**src/hw/rtl/ecam_pkg.sv**
```systemverilog
// Shared types, constants and tables for the camera orientation block.
// No dependencies; every other file of the block imports this package.
package ecam_pkg;

  localparam int ANGLE_FRAC_BITS  = 7;
  localparam int VECTOR_FRAC_BITS = 14;
  localparam int CORDIC_STEPS_DEF = 16;

  localparam int ANG_W   = 16;            // stored angle width
  localparam int IN_W    = 17;            // input angle width
  localparam int SUM_W   = 18;            // angle sum width
  localparam int VEC_W   = 16;            // output vector component width
  localparam int CQ_W    = 32;            // CORDIC x, y, z width
  localparam int ATAN_IDX_W = 5;
  localparam int Z_SHIFT = 24 - ANGLE_FRAC_BITS;

  localparam int HALF_TURN_I    = 180 << ANGLE_FRAC_BITS;
  localparam int QUARTER_TURN_I = 90 << ANGLE_FRAC_BITS;
  localparam logic signed [SUM_W-1:0] HALF_TURN    = SUM_W'(HALF_TURN_I);
  localparam logic signed [SUM_W-1:0] FULL_TURN    = SUM_W'(2 * HALF_TURN_I);
  localparam logic signed [SUM_W-1:0] QUARTER_TURN = SUM_W'(QUARTER_TURN_I);

  localparam logic signed [CQ_W-1:0] CORDIC_GAIN = 32'sd652032874;

  localparam logic                    LIMIT_EN_RST  = 1'b1;
  localparam logic signed [ANG_W-1:0] MIN_PITCH_RST = -16'sd11392;
  localparam logic signed [ANG_W-1:0] MAX_PITCH_RST = 16'sd11392;

  typedef enum logic [1:0] {
    OP_ROTATE = 2'd0,
    OP_SET    = 2'd1,
    OP_LIMIT  = 2'd2
  } op_e;

  typedef enum logic [1:0] {
    CFG_LIMIT_EN  = 2'd0,
    CFG_MIN_PITCH = 2'd1,
    CFG_MAX_PITCH = 2'd2
  } cfg_idx_e;

  typedef enum logic [1:0] {
    VS_FWD_X = 2'd0,
    VS_FWD_Z = 2'd1,
    VS_UP_X  = 2'd2,
    VS_UP_Z  = 2'd3
  } vec_sel_e;

  typedef enum logic [2:0] {
    ST_IDLE,
    ST_INIT,
    ST_ITER,
    ST_FIX,
    ST_MUL,
    ST_LOAD
  } state_e;

  typedef struct packed {
    logic                    limit_en;
    logic signed [ANG_W-1:0] min_pitch;
    logic signed [ANG_W-1:0] max_pitch;
  } cfg_t;

  typedef struct packed {
    logic                  capture;
    logic                  init;
    logic                  iter;
    logic [ATAN_IDX_W-1:0] iter_idx;
    logic                  fix;
    logic                  mul_en;
    vec_sel_e              mul_sel;
    logic                  rnd_en;
    vec_sel_e              rnd_sel;
    logic                  load;
  } cmd_t;

  typedef struct packed {
    logic in_valid;
    logic out_ready;
  } stat_t;

  typedef struct packed {
    logic signed [ANG_W-1:0] pitch_now;
    logic signed [ANG_W-1:0] yaw_now;
    logic signed [VEC_W-1:0] fwd_x;
    logic signed [VEC_W-1:0] fwd_y;
    logic signed [VEC_W-1:0] fwd_z;
    logic signed [VEC_W-1:0] right_x;
    logic signed [VEC_W-1:0] right_z;
    logic signed [VEC_W-1:0] up_x;
    logic signed [VEC_W-1:0] up_y;
    logic signed [VEC_W-1:0] up_z;
  } res_t;

  // atan(2^-i) in degrees, 24 fraction bits
  function automatic logic signed [CQ_W-1:0] atan_deg(input logic [ATAN_IDX_W-1:0] i);
    logic signed [CQ_W-1:0] r;
    case (i)
      5'd0:  r = 32'sd754974720;
      5'd1:  r = 32'sd445687602;
      5'd2:  r = 32'sd235489089;
      5'd3:  r = 32'sd119537938;
      5'd4:  r = 32'sd60000934;
      5'd5:  r = 32'sd30029717;
      5'd6:  r = 32'sd15018523;
      5'd7:  r = 32'sd7509720;
      5'd8:  r = 32'sd3754917;
      5'd9:  r = 32'sd1877466;
      5'd10: r = 32'sd938734;
      5'd11: r = 32'sd469367;
      5'd12: r = 32'sd234684;
      5'd13: r = 32'sd117342;
      5'd14: r = 32'sd58671;
      5'd15: r = 32'sd29335;
      5'd16: r = 32'sd14668;
      5'd17: r = 32'sd7334;
      5'd18: r = 32'sd3667;
      5'd19: r = 32'sd1833;
      5'd20: r = 32'sd917;
      5'd21: r = 32'sd458;
      5'd22: r = 32'sd229;
      5'd23: r = 32'sd115;
      5'd24: r = 32'sd57;
      5'd25: r = 32'sd29;
      5'd26: r = 32'sd14;
      5'd27: r = 32'sd7;
      5'd28: r = 32'sd4;
      5'd29: r = 32'sd2;
      5'd30: r = 32'sd1;
      default: r = '0;
    endcase
    return r;
  endfunction

endpackage

```
**src/hw/rtl/ecam_datapath.sv**
```systemverilog
// Angle state, limit and wrap logic, two CORDIC lanes, shared multiplier
// and result register. Depends on ecam_pkg; commanded by ecam_ctrl.
module ecam_datapath (
  input  logic                             clk_i,
  input  logic                             rst_ni,
  input  ecam_pkg::cmd_t                   cmd_i,
  input  ecam_pkg::cfg_t                   cfg_i,
  input  logic [1:0]                       op_i,
  input  logic signed [ecam_pkg::IN_W-1:0] pitch_value_i,
  input  logic signed [ecam_pkg::IN_W-1:0] yaw_value_i,
  output ecam_pkg::res_t                   res_o
);
  import ecam_pkg::*;

  localparam int SH30 = 30 - VECTOR_FRAC_BITS;
  localparam int SH60 = 60 - VECTOR_FRAC_BITS;
  localparam logic signed [64:0] VEC_ONE = 65'sd1 <<< VECTOR_FRAC_BITS;

  function automatic logic signed [VEC_W-1:0] sat_vec(input logic signed [64:0] t);
    logic signed [64:0] c;
    c = t;
    if (c > VEC_ONE) c = VEC_ONE;
    if (c < -VEC_ONE) c = -VEC_ONE;
    return VEC_W'(c);
  endfunction

  function automatic logic signed [VEC_W-1:0] rnd30(input logic signed [CQ_W:0] v);
    logic signed [64:0] t;
    t = (65'(v) + (65'sd1 <<< (SH30 - 1))) >>> SH30;
    return sat_vec(t);
  endfunction

  function automatic logic signed [VEC_W-1:0] rnd60(input logic signed [63:0] v);
    logic signed [64:0] t;
    t = (65'(v) + (65'sd1 <<< (SH60 - 1))) >>> SH60;
    return sat_vec(t);
  endfunction

  logic signed [ANG_W-1:0] pitch_q, yaw_q;

  // angle update
  logic signed [SUM_W-1:0] p_sum, y_sum, p_lim, y_wrap;
  logic                    do_limit;

  always_comb begin
    do_limit = 1'b1;
    case (op_i)
      OP_ROTATE: begin
        p_sum = SUM_W'(pitch_q) + SUM_W'(pitch_value_i);
        y_sum = SUM_W'(yaw_q) + SUM_W'(yaw_value_i);
      end
      OP_SET: begin
        p_sum = SUM_W'(pitch_value_i);
        y_sum = SUM_W'(yaw_value_i);
      end
      OP_LIMIT: begin
        p_sum = SUM_W'(pitch_q);
        y_sum = SUM_W'(yaw_q);
      end
      default: begin
        p_sum    = SUM_W'(pitch_q);
        y_sum    = SUM_W'(yaw_q);
        do_limit = 1'b0;
      end
    endcase

    p_lim = p_sum;
    if (do_limit) begin
      if (cfg_i.limit_en) begin
        if (p_sum < SUM_W'(cfg_i.min_pitch)) p_lim = SUM_W'(cfg_i.min_pitch);
        else if (p_sum > SUM_W'(cfg_i.max_pitch)) p_lim = SUM_W'(cfg_i.max_pitch);
      end
      if (p_lim > HALF_TURN) p_lim = HALF_TURN;
      if (p_lim < -HALF_TURN) p_lim = -HALF_TURN;
    end

    y_wrap = y_sum;
    if (y_wrap > HALF_TURN) y_wrap = y_wrap - FULL_TURN;
    else if (y_wrap < -HALF_TURN) y_wrap = y_wrap + FULL_TURN;
    // a full-width delta can leave the sum more than one turn away
    if (y_wrap > HALF_TURN) y_wrap = y_wrap - FULL_TURN;
    else if (y_wrap < -HALF_TURN) y_wrap = y_wrap + FULL_TURN;
  end

  always_ff @(posedge clk_i or negedge rst_ni) begin
    if (!rst_ni) begin
      pitch_q <= '0;
      yaw_q   <= '0;
    end else if (cmd_i.capture) begin
      pitch_q <= ANG_W'(p_lim);
      yaw_q   <= ANG_W'(y_wrap);
    end
  end

  // fold into [-90, 90] degrees; lane 0 pitch, lane 1 yaw
  logic signed [CQ_W-1:0] z0   [2];
  logic                   neg0 [2];
  logic signed [SUM_W-1:0] ang [2];
  logic signed [SUM_W-1:0] fold [2];

  always_comb begin
    ang[0] = SUM_W'(pitch_q);
    ang[1] = SUM_W'(yaw_q);
    for (int l = 0; l < 2; l++) begin
      fold[l] = ang[l];
      neg0[l] = 1'b0;
      if (ang[l] > QUARTER_TURN) begin
        fold[l] = ang[l] - HALF_TURN;
        neg0[l] = 1'b1;
      end else if (ang[l] < -QUARTER_TURN) begin
        fold[l] = ang[l] + HALF_TURN;
        neg0[l] = 1'b1;
      end
      z0[l] = CQ_W'(fold[l]) <<< Z_SHIFT;
    end
  end

  // CORDIC lanes, one micro-rotation per cycle
  logic signed [CQ_W-1:0] x_q [2];
  logic signed [CQ_W-1:0] y_q [2];
  logic signed [CQ_W-1:0] z_q [2];
  logic                   neg_q [2];
  logic signed [CQ_W-1:0] atan_i;

  assign atan_i = atan_deg(cmd_i.iter_idx);

  always_ff @(posedge clk_i) begin
    for (int l = 0; l < 2; l++) begin
      if (cmd_i.init) begin
        x_q[l]   <= CORDIC_GAIN;
        y_q[l]   <= '0;
        z_q[l]   <= z0[l];
        neg_q[l] <= neg0[l];
      end else if (cmd_i.iter) begin
        if (z_q[l] >= 0) begin
          x_q[l] <= x_q[l] - (y_q[l] >>> cmd_i.iter_idx);
          y_q[l] <= y_q[l] + (x_q[l] >>> cmd_i.iter_idx);
          z_q[l] <= z_q[l] - atan_i;
        end else begin
          x_q[l] <= x_q[l] + (y_q[l] >>> cmd_i.iter_idx);
          y_q[l] <= y_q[l] - (x_q[l] >>> cmd_i.iter_idx);
          z_q[l] <= z_q[l] + atan_i;
        end
      end
    end
  end

  // signed sine and cosine, sign of cos(pitch)
  logic                   sg_pos;
  logic signed [CQ_W-1:0] sp_q, cp_q, sy_q, cy_q, nsp_q;
  logic signed [CQ_W-1:0] sp_n;

  assign sg_pos = (SUM_W'(pitch_q) <= QUARTER_TURN) && (SUM_W'(pitch_q) >= -QUARTER_TURN);
  assign sp_n   = neg_q[0] ? -y_q[0] : y_q[0];

  always_ff @(posedge clk_i) begin
    if (cmd_i.fix) begin
      sp_q  <= sp_n;
      cp_q  <= neg_q[0] ? -x_q[0] : x_q[0];
      sy_q  <= neg_q[1] ? -y_q[1] : y_q[1];
      cy_q  <= neg_q[1] ? -x_q[1] : x_q[1];
      nsp_q <= sg_pos ? -sp_n : sp_n;
    end
  end

  // shared multiplier; each product is registered and then rounded
  logic signed [CQ_W-1:0] mul_a, mul_b;
  logic signed [63:0]     prod_q;
  logic signed [VEC_W-1:0] fwd_x_q, fwd_z_q, up_x_q, up_z_q, rnd_v;

  always_comb begin
    unique case (cmd_i.mul_sel)
      VS_FWD_X: begin mul_a = sy_q;  mul_b = cp_q; end
      VS_FWD_Z: begin mul_a = cy_q;  mul_b = cp_q; end
      VS_UP_X:  begin mul_a = nsp_q; mul_b = sy_q; end
      VS_UP_Z:  begin mul_a = nsp_q; mul_b = cy_q; end
      default:  begin mul_a = sy_q;  mul_b = cp_q; end
    endcase
  end

  assign rnd_v = rnd60(prod_q);

  always_ff @(posedge clk_i) begin
    if (cmd_i.mul_en) prod_q <= 64'(mul_a) * 64'(mul_b);
    if (cmd_i.rnd_en) begin
      unique case (cmd_i.rnd_sel)
        VS_FWD_X: fwd_x_q <= rnd_v;
        VS_FWD_Z: fwd_z_q <= rnd_v;
        VS_UP_X:  up_x_q  <= rnd_v;
        VS_UP_Z:  up_z_q  <= rnd_v;
        default:  ;
      endcase
    end
  end

  // result register
  logic signed [CQ_W:0] cy_w, sy_w, cp_w;
  res_t res_q;

  assign cy_w = (CQ_W+1)'(cy_q);
  assign sy_w = (CQ_W+1)'(sy_q);
  assign cp_w = (CQ_W+1)'(cp_q);

  always_ff @(posedge clk_i) begin
    if (cmd_i.load) begin
      res_q.pitch_now <= pitch_q;
      res_q.yaw_now   <= yaw_q;
      res_q.fwd_x     <= fwd_x_q;
      res_q.fwd_y     <= rnd30((CQ_W+1)'(sp_q));
      res_q.fwd_z     <= fwd_z_q;
      res_q.right_x   <= rnd30(sg_pos ? cy_w : -cy_w);
      res_q.right_z   <= rnd30(sg_pos ? -sy_w : sy_w);
      res_q.up_x      <= up_x_q;
      res_q.up_y      <= rnd30(sg_pos ? cp_w : -cp_w);
      res_q.up_z      <= up_z_q;
    end
  end

  assign res_o = res_q;

endmodule
```
**config.mk**
```make
export PLATFORM = sky130hd
export DESIGN_NAME = ecam_datapath
export DESIGN_NICKNAME = d
export VERILOG_FILES = /design/src/hw/rtl/ecam_pkg.sv /design/src/hw/rtl/ecam_datapath.sv
export SDC_FILE = /design/constraint.sdc
export NUM_CORES = 2
export LEC_CHECK = 0
export BUFFER_PORTS_ARGS = -buffer_cell sky130_fd_sc_hd__buf_4
export CAP_MARGIN = 20
export CORE_MARGIN = 2
export CORE_UTILIZATION = 55
export DETAILED_ROUTE_END_ITERATION = 8
export PLACE_DENSITY = 0.76
export SYNTH_ARGS = -nofsm -noshare
export SYNTH_HDL_FRONTEND = slang
export SYNTH_SLANG_ARGS = --single-unit
```
**constraint.sdc**
```tcl
create_clock -name clk_i -period 16.9 [get_ports clk_i]
set_clock_uncertainty 0.05 [all_clocks]
set_input_delay 5.07 -clock clk_i [delete_from_list [all_inputs] [get_ports clk_i]]
set_output_delay 5.07 -clock clk_i [all_outputs]
set_load 0.005 [all_outputs]
```
[Word level (Yosys, flattened, before mapping)]
Memory sizes are Yosys's and may differ from the RTL's.
Cells that the tools add are included.
Word-level totals
  register bits: 480
  RAM bits: 194
  memory bits (read-only): 960
  input port bits: 87
  output and inout port bits: 160
  logic and storage cells: 197
  memories kept: 5
Memory list
  (no name shown): depth 32, width 30, rd ports 1, clocked after memory_dff 0, wr ports 0, line ecam_pkg.sv:97  | case (i)
  x_q: depth 2, width 32, rd ports 2, clocked after memory_dff 0, wr ports 2, line ecam_datapath.sv:119  | logic signed [CQ_W-1:0] x_q [2];
  y_q: depth 2, width 32, rd ports 2, clocked after memory_dff 0, wr ports 2, line ecam_datapath.sv:120  | logic signed [CQ_W-1:0] y_q [2];
  z_q: depth 2, width 32, rd ports 2, clocked after memory_dff 0, wr ports 2, line ecam_datapath.sv:121  | logic signed [CQ_W-1:0] z_q [2];
  neg_q: depth 2, width 1, rd ports 2, clocked after memory_dff 0, wr ports 2, line ecam_datapath.sv:122  | logic neg_q [2];
Cells by class
  $add $sub $neg: 35
  multipliers: 1
  magnitude comparators: 26
  eq/ne operators: 8
  shift-type cells: 4
  mux-type cells: 73
  bitwise logic cells: 12
  reductions and logical operators: 11
Operator list (count)
  2-to-1 mux 65 bit: 9
  2-to-1 mux 32 bit: 17
  less-than comparator 65 x 15 -> 1 bit (second input constant): 5
  adder 32 bit: 6
  case mux 32 bit (3 select lines): 2
  subtractor 32 bit: 6
  negator 32 bit: 5
  2-to-1 mux 18 bit: 8
  >>> shifter 32 x 5 -> 32 bit: 4
  > comparator 18 x 16 -> 1 bit (second input constant): 6
  adder 33 x 17 -> 34 bit (second input constant): 3
  2-to-1 mux 33 bit: 3
  negator 32 -> 33 bit: 3
  2-to-1 mux 16 bit: 5
  case mux 18 bit (2 select lines): 2
  adder 64 x 47 -> 65 bit (second input constant): 1
  >= comparator 32 x 1 -> 1 bit (second input constant): 2
  multiplier 32 x 32 -> 64 bit: 1
  2-to-1 mux 15 bit: 4
  less-than comparator 18 x 16 -> 1 bit (second input constant): 3
  adder 16 x 17 -> 18 bit: 2
  adder 32 x 17 -> 33 bit (second input constant): 1
  > comparator 16 x 15 -> 1 bit (second input constant): 2
  less-than comparator 16 x 15 -> 1 bit (second input constant): 2
  21 further kinds: 68

[Logic depth before layout (Yosys ltp)]
  depth after elaboration: 13
  mapped depth: 38
  depth with buffers taken out: 35

[Least setup slack after synthesis]
No wires, ideal clock.
  path type: input to register
  start: input port cmd_i[4] (netlist bit)
  end: register prod_q[63] (data pin)
  library setup time: 0.260 ns
  arrival time: 14.077 ns
  data required time: 16.590 ns
  slack: 2.513 ns
  stages: 35
  buffers on the path: 3
  cells stage by stage: clkbuf_1 buf_1 mux2_2 mux2_2 clkbuf_1 nand2_1 inv_1 fa_1 fa_1 fa_1 inv_1 fa_1 inv_1 fa_1 inv_1 fa_1 inv_1 fa_1 inv_1 fa_1 inv_1 ha_1 a21o_1 a21o_1 a21oi_1 o221ai_1 a21oi_1 o211ai_1 a221o_1 o211a_1 o21a_1 o21a_1 o41ai_1 o21ba_2 xnor2_1
On the way
  word-level cells in the longest chain between the ends: 4
  elaborated cells between the ends (all ways): 9
  classes of those cells: mul: 1; eq/ne: 3; mux: 2; reduce/logical: 3
Ends and longest elaborated chain
  start, declared: line ecam_datapath.sv:6  | input ecam_pkg::cmd_t cmd_i,
  == test 2 bit (tied with other cells): line ecam_datapath.sv:172  | unique case (cmd_i.mul_sel)
  OR reduction 2 bit (no source line)
  case mux 32 bit (3 select lines): line ecam_datapath.sv:172
  multiplier 32 x 32 -> 64 bit (*): line ecam_datapath.sv:184  | if (cmd_i.mul_en) prod_q <= 64'(mul_a) * 64'(mul_b);
  end signal, assigned: line ecam_datapath.sv:184
  end, declared: line ecam_datapath.sv:168  | logic signed [63:0] prod_q;
Every way passes the cells marked *; elsewhere a longest branch is shown, timed or not.
A chain may end at the register's enable or synchronous reset.

[Worst setup path in the final report]
Ends and elaborated chain as after synthesis.

==> summary.txt <==
initial core utilization = 55.3%
hold buffer count at cts = 0
critical path required time = 17,260 ps
arrival time worst endpoint = 15,420 ps
Seq/Total Area, Yosys = 20.3%
clock root cell = clkbuf_16
Period minus WS final = 15,060 ps
yosys warns = 0
Post-synth EDFFs = 582
max-slew violation count = 0
number of setup violations in the final report = 0
Cells after Synth = 10,100
Final GP Congestion = 0.991
first-pass GRT wire length = 427 mm
RSZ-0062 raised after global routing = false
Worst path most repeated cell = fa_1
Final Hold Viols = 0
Max transition margin = 14.7%
Most used DFF post-synth = edfxtp_1
CTS buffer count = 73
Min Hold Slack = 352 ps
post-synthesis register bit count = 614
clk slew on worst S/H paths = 60 ps
top sig layer = met5
setup bufs post-CTS = 0
Hold Crit Depth = 0
Post-DP Area = 93,200 um^2
post_cts resized = 0
Die X-Extent = 408 um
GR Util All Layers = 32.7%
Die ar. = 167,000 um^2
synthesized area per cell = 8.87 um^2
reg-to-reg endpoint = prod_q[63]
Layout area overhead = 6.53%
Setup CP Type = in -> reg
Total Neg Setup Slack = 0 ps
clk_lat worst skew = 700 ps
DR iter-0 viols = 7,231
leading cell type in the layout, fill and taps excluded = inv_1
WL/cell = 22.2 um
met2 WL = 126 mm
ys async rst share = 5.21%
Routed WL = 273 mm
Worst Setup End Kind = flip-flop
Final ANT Viol Nets = 0
TritonCTS sink count = 614
I/O pin cnt = 247
Post-Synthesis Net Count = 11,900
die height = 408 um
placeable core region = 163,000 um^2
CTS tree = yes
Yosys top cell area share = 24.3%
routed wl met3 = 26.3 mm
Synth cell types = 104
multi-input logic area = 64,100 um^2
Crit Path Max Fanout = 45
min-delay src = fwd_x_q[7]
cell row count = 148
Via density = 6.11
Met1 Wirelength = 106 mm
final core utilization = 58.9%
Netlist Area Pre-Place = 89,900 um^2
R2R depth = 32
min-delay worst type = reg -> reg
worst hold path endpoint = res_o[119]
antenna violations before repair = 9
post-synth top area cell = fa_1
Final HPWL DP = 212 mm
Max-Cap Viols = 0
total number of vias = 74,900
Area contributors post-synth = fa_1 24%, edfxtp_1 19%, ha_1 7.7%, inv_1 6.2%, nand2_1 6.0%
Worst path max stage delay = 920 ps
largest net degree at the start of global routing = 147
vias in the first global route = 74,900
CP Launch Type = input pin
crit share post-route = 89.1%
Filler cells = 13,900
proportion of layout cells with a drive suffix above 1 = 7.60%
Tightest Pin Transition = 1240 ps
port bufs = 246
NumNets Final = 11,800
FF/Latch Area = 18,300 um^2
r2r startpoint = sy_q[22]
Residual DRC = 0
final instance area = 95,700 um^2
CTS max path bufs = 3
grt total ovfl = 0
most frequent cells in the layout = 1,480 x inv_1, 1,438 x nand2_1, 1,092 x fa_1
status = finished, final reports clean
FMAX = 66.4 MHz
Pre-Repair DR Iteration Count = 6
CP max-delay cell = o21ai_0
number of H-tree levels = 3
r2r setup slk = 5970 ps
## metrics by stage
step	worst slack, ps	std cells
2_1_floorplan	2510	10100
3_3_place_gp	1480	12100
6_report	1840	12300
4_1_cts	2080	12300
3_5_place_dp	1410	12100
5_1_grt	1560	12300
## Yosys cell counts (40+ instances only)
master / number
inv_1: 1483
nand2_1: 1438
fa_1: 1092
nor2_1: 859
edfxtp_1: 582
ha_1: 556
a21oi_1: 448
o21ai_0: 430
clkbuf_1: 413
xnor2_1: 392
xor2_1: 164
nor3_1: 159
mux2i_1: 137
nand3_1: 122
a21o_1: 120
mux2_2: 117
o21a_1: 106
mux4_2: 101
and2_1: 91
nand2b_1: 86
nor2b_1: 79
o31ai_1: 79
or3_1: 77
a31oi_1: 70
buf_1: 67
a211oi_1: 61
and3_1: 53
o211ai_1: 52
o22ai_1: 50
nand4_1: 47
nor4_1: 47
or2_2: 40
## metal layers
metal | global-route usage (%) | up-vias
li1 | - | 33400
met1 | 42.9 | 37100
met2 | 52.4 | 3680
met3 | 6.21 | 725
met4 | 15.8 | 12
met5 | 0 | -
## worst max-delay path by stage
stage / from / end / slack [ps] / cells after the start
final: cmd_i[4] / prod_q[63] / 1840 / 32
after global routing: cmd_i[4] / prod_q[63] / 1560 / 30
after CTS: cmd_i[4] / prod_q[63] / 2080 / 32
after detailed placement: cmd_i[4] / prod_q[63] / 1410 / 32
after global placement: cmd_i[4] / prod_q[63] / 1480 / 32
after floorplan: cmd_i[4] / prod_q[63] / 2510 / 35
## sequential cells by signal, indices dropped and copies added (netlist names)
signal,count
up_x_q,16
sp_q,18
pitch_q,16
yaw_q,16
prod_q,19
nsp_q,31
neg_q,2
cp_q,32
x_q,64
sy_q,32
res_o,160
fwd_x_q,16
z_q,64
cy_q,32
up_z_q,16
fwd_z_q,16
y_q,64
## cell families (layout without fill, tap and decap cells)
| family | Yosys count | count (layout) | share of synthesized area (%) |
|---|---|---|---|
| compound gates | 1776 | 1776 | 12.7 |
| flops | 614 | 614 | 20.3 |
| fa+ha+maj | 1650 | 1650 | 32.1 |
| simple gates | 3181 | 3181 | 15.5 |
| mux | 355 | 355 | 5.52 |
| buf+inv | 1997 | 1954 | 8.42 |
| xor+xnor | 556 | 556 | 5.42 |
| other cells | 0 | 3 | 0 |
## critical path, delay by kind of cell
kind | cells | cell delay (ps)
adders and majority gates | 9 | 4600
AOI/OAI and AO/OA | 14 | 4090
muxes | 1 | 850
buffers and inverters | 6 | 560
and+or+nand+nor | 1 | 160
xor gates and xnor gates | 1 | 70
## layout make-up
cell class / count / area share, %
inverters: 1486 / 5.83
well taps: 2175 / 2.84
flip-flops and latches: 614 / 19.1
repair buffers: 336 / 2.68
clock buffers: 82 / 1.96
clock inverters: 50 / 0.644
diodes: 3 / 0.00784
multi-input cells: 7518 / 66.9
Power is not shown: default switching activity piles up to over one toggle a cycle in this logic, so the estimate is an artifact.
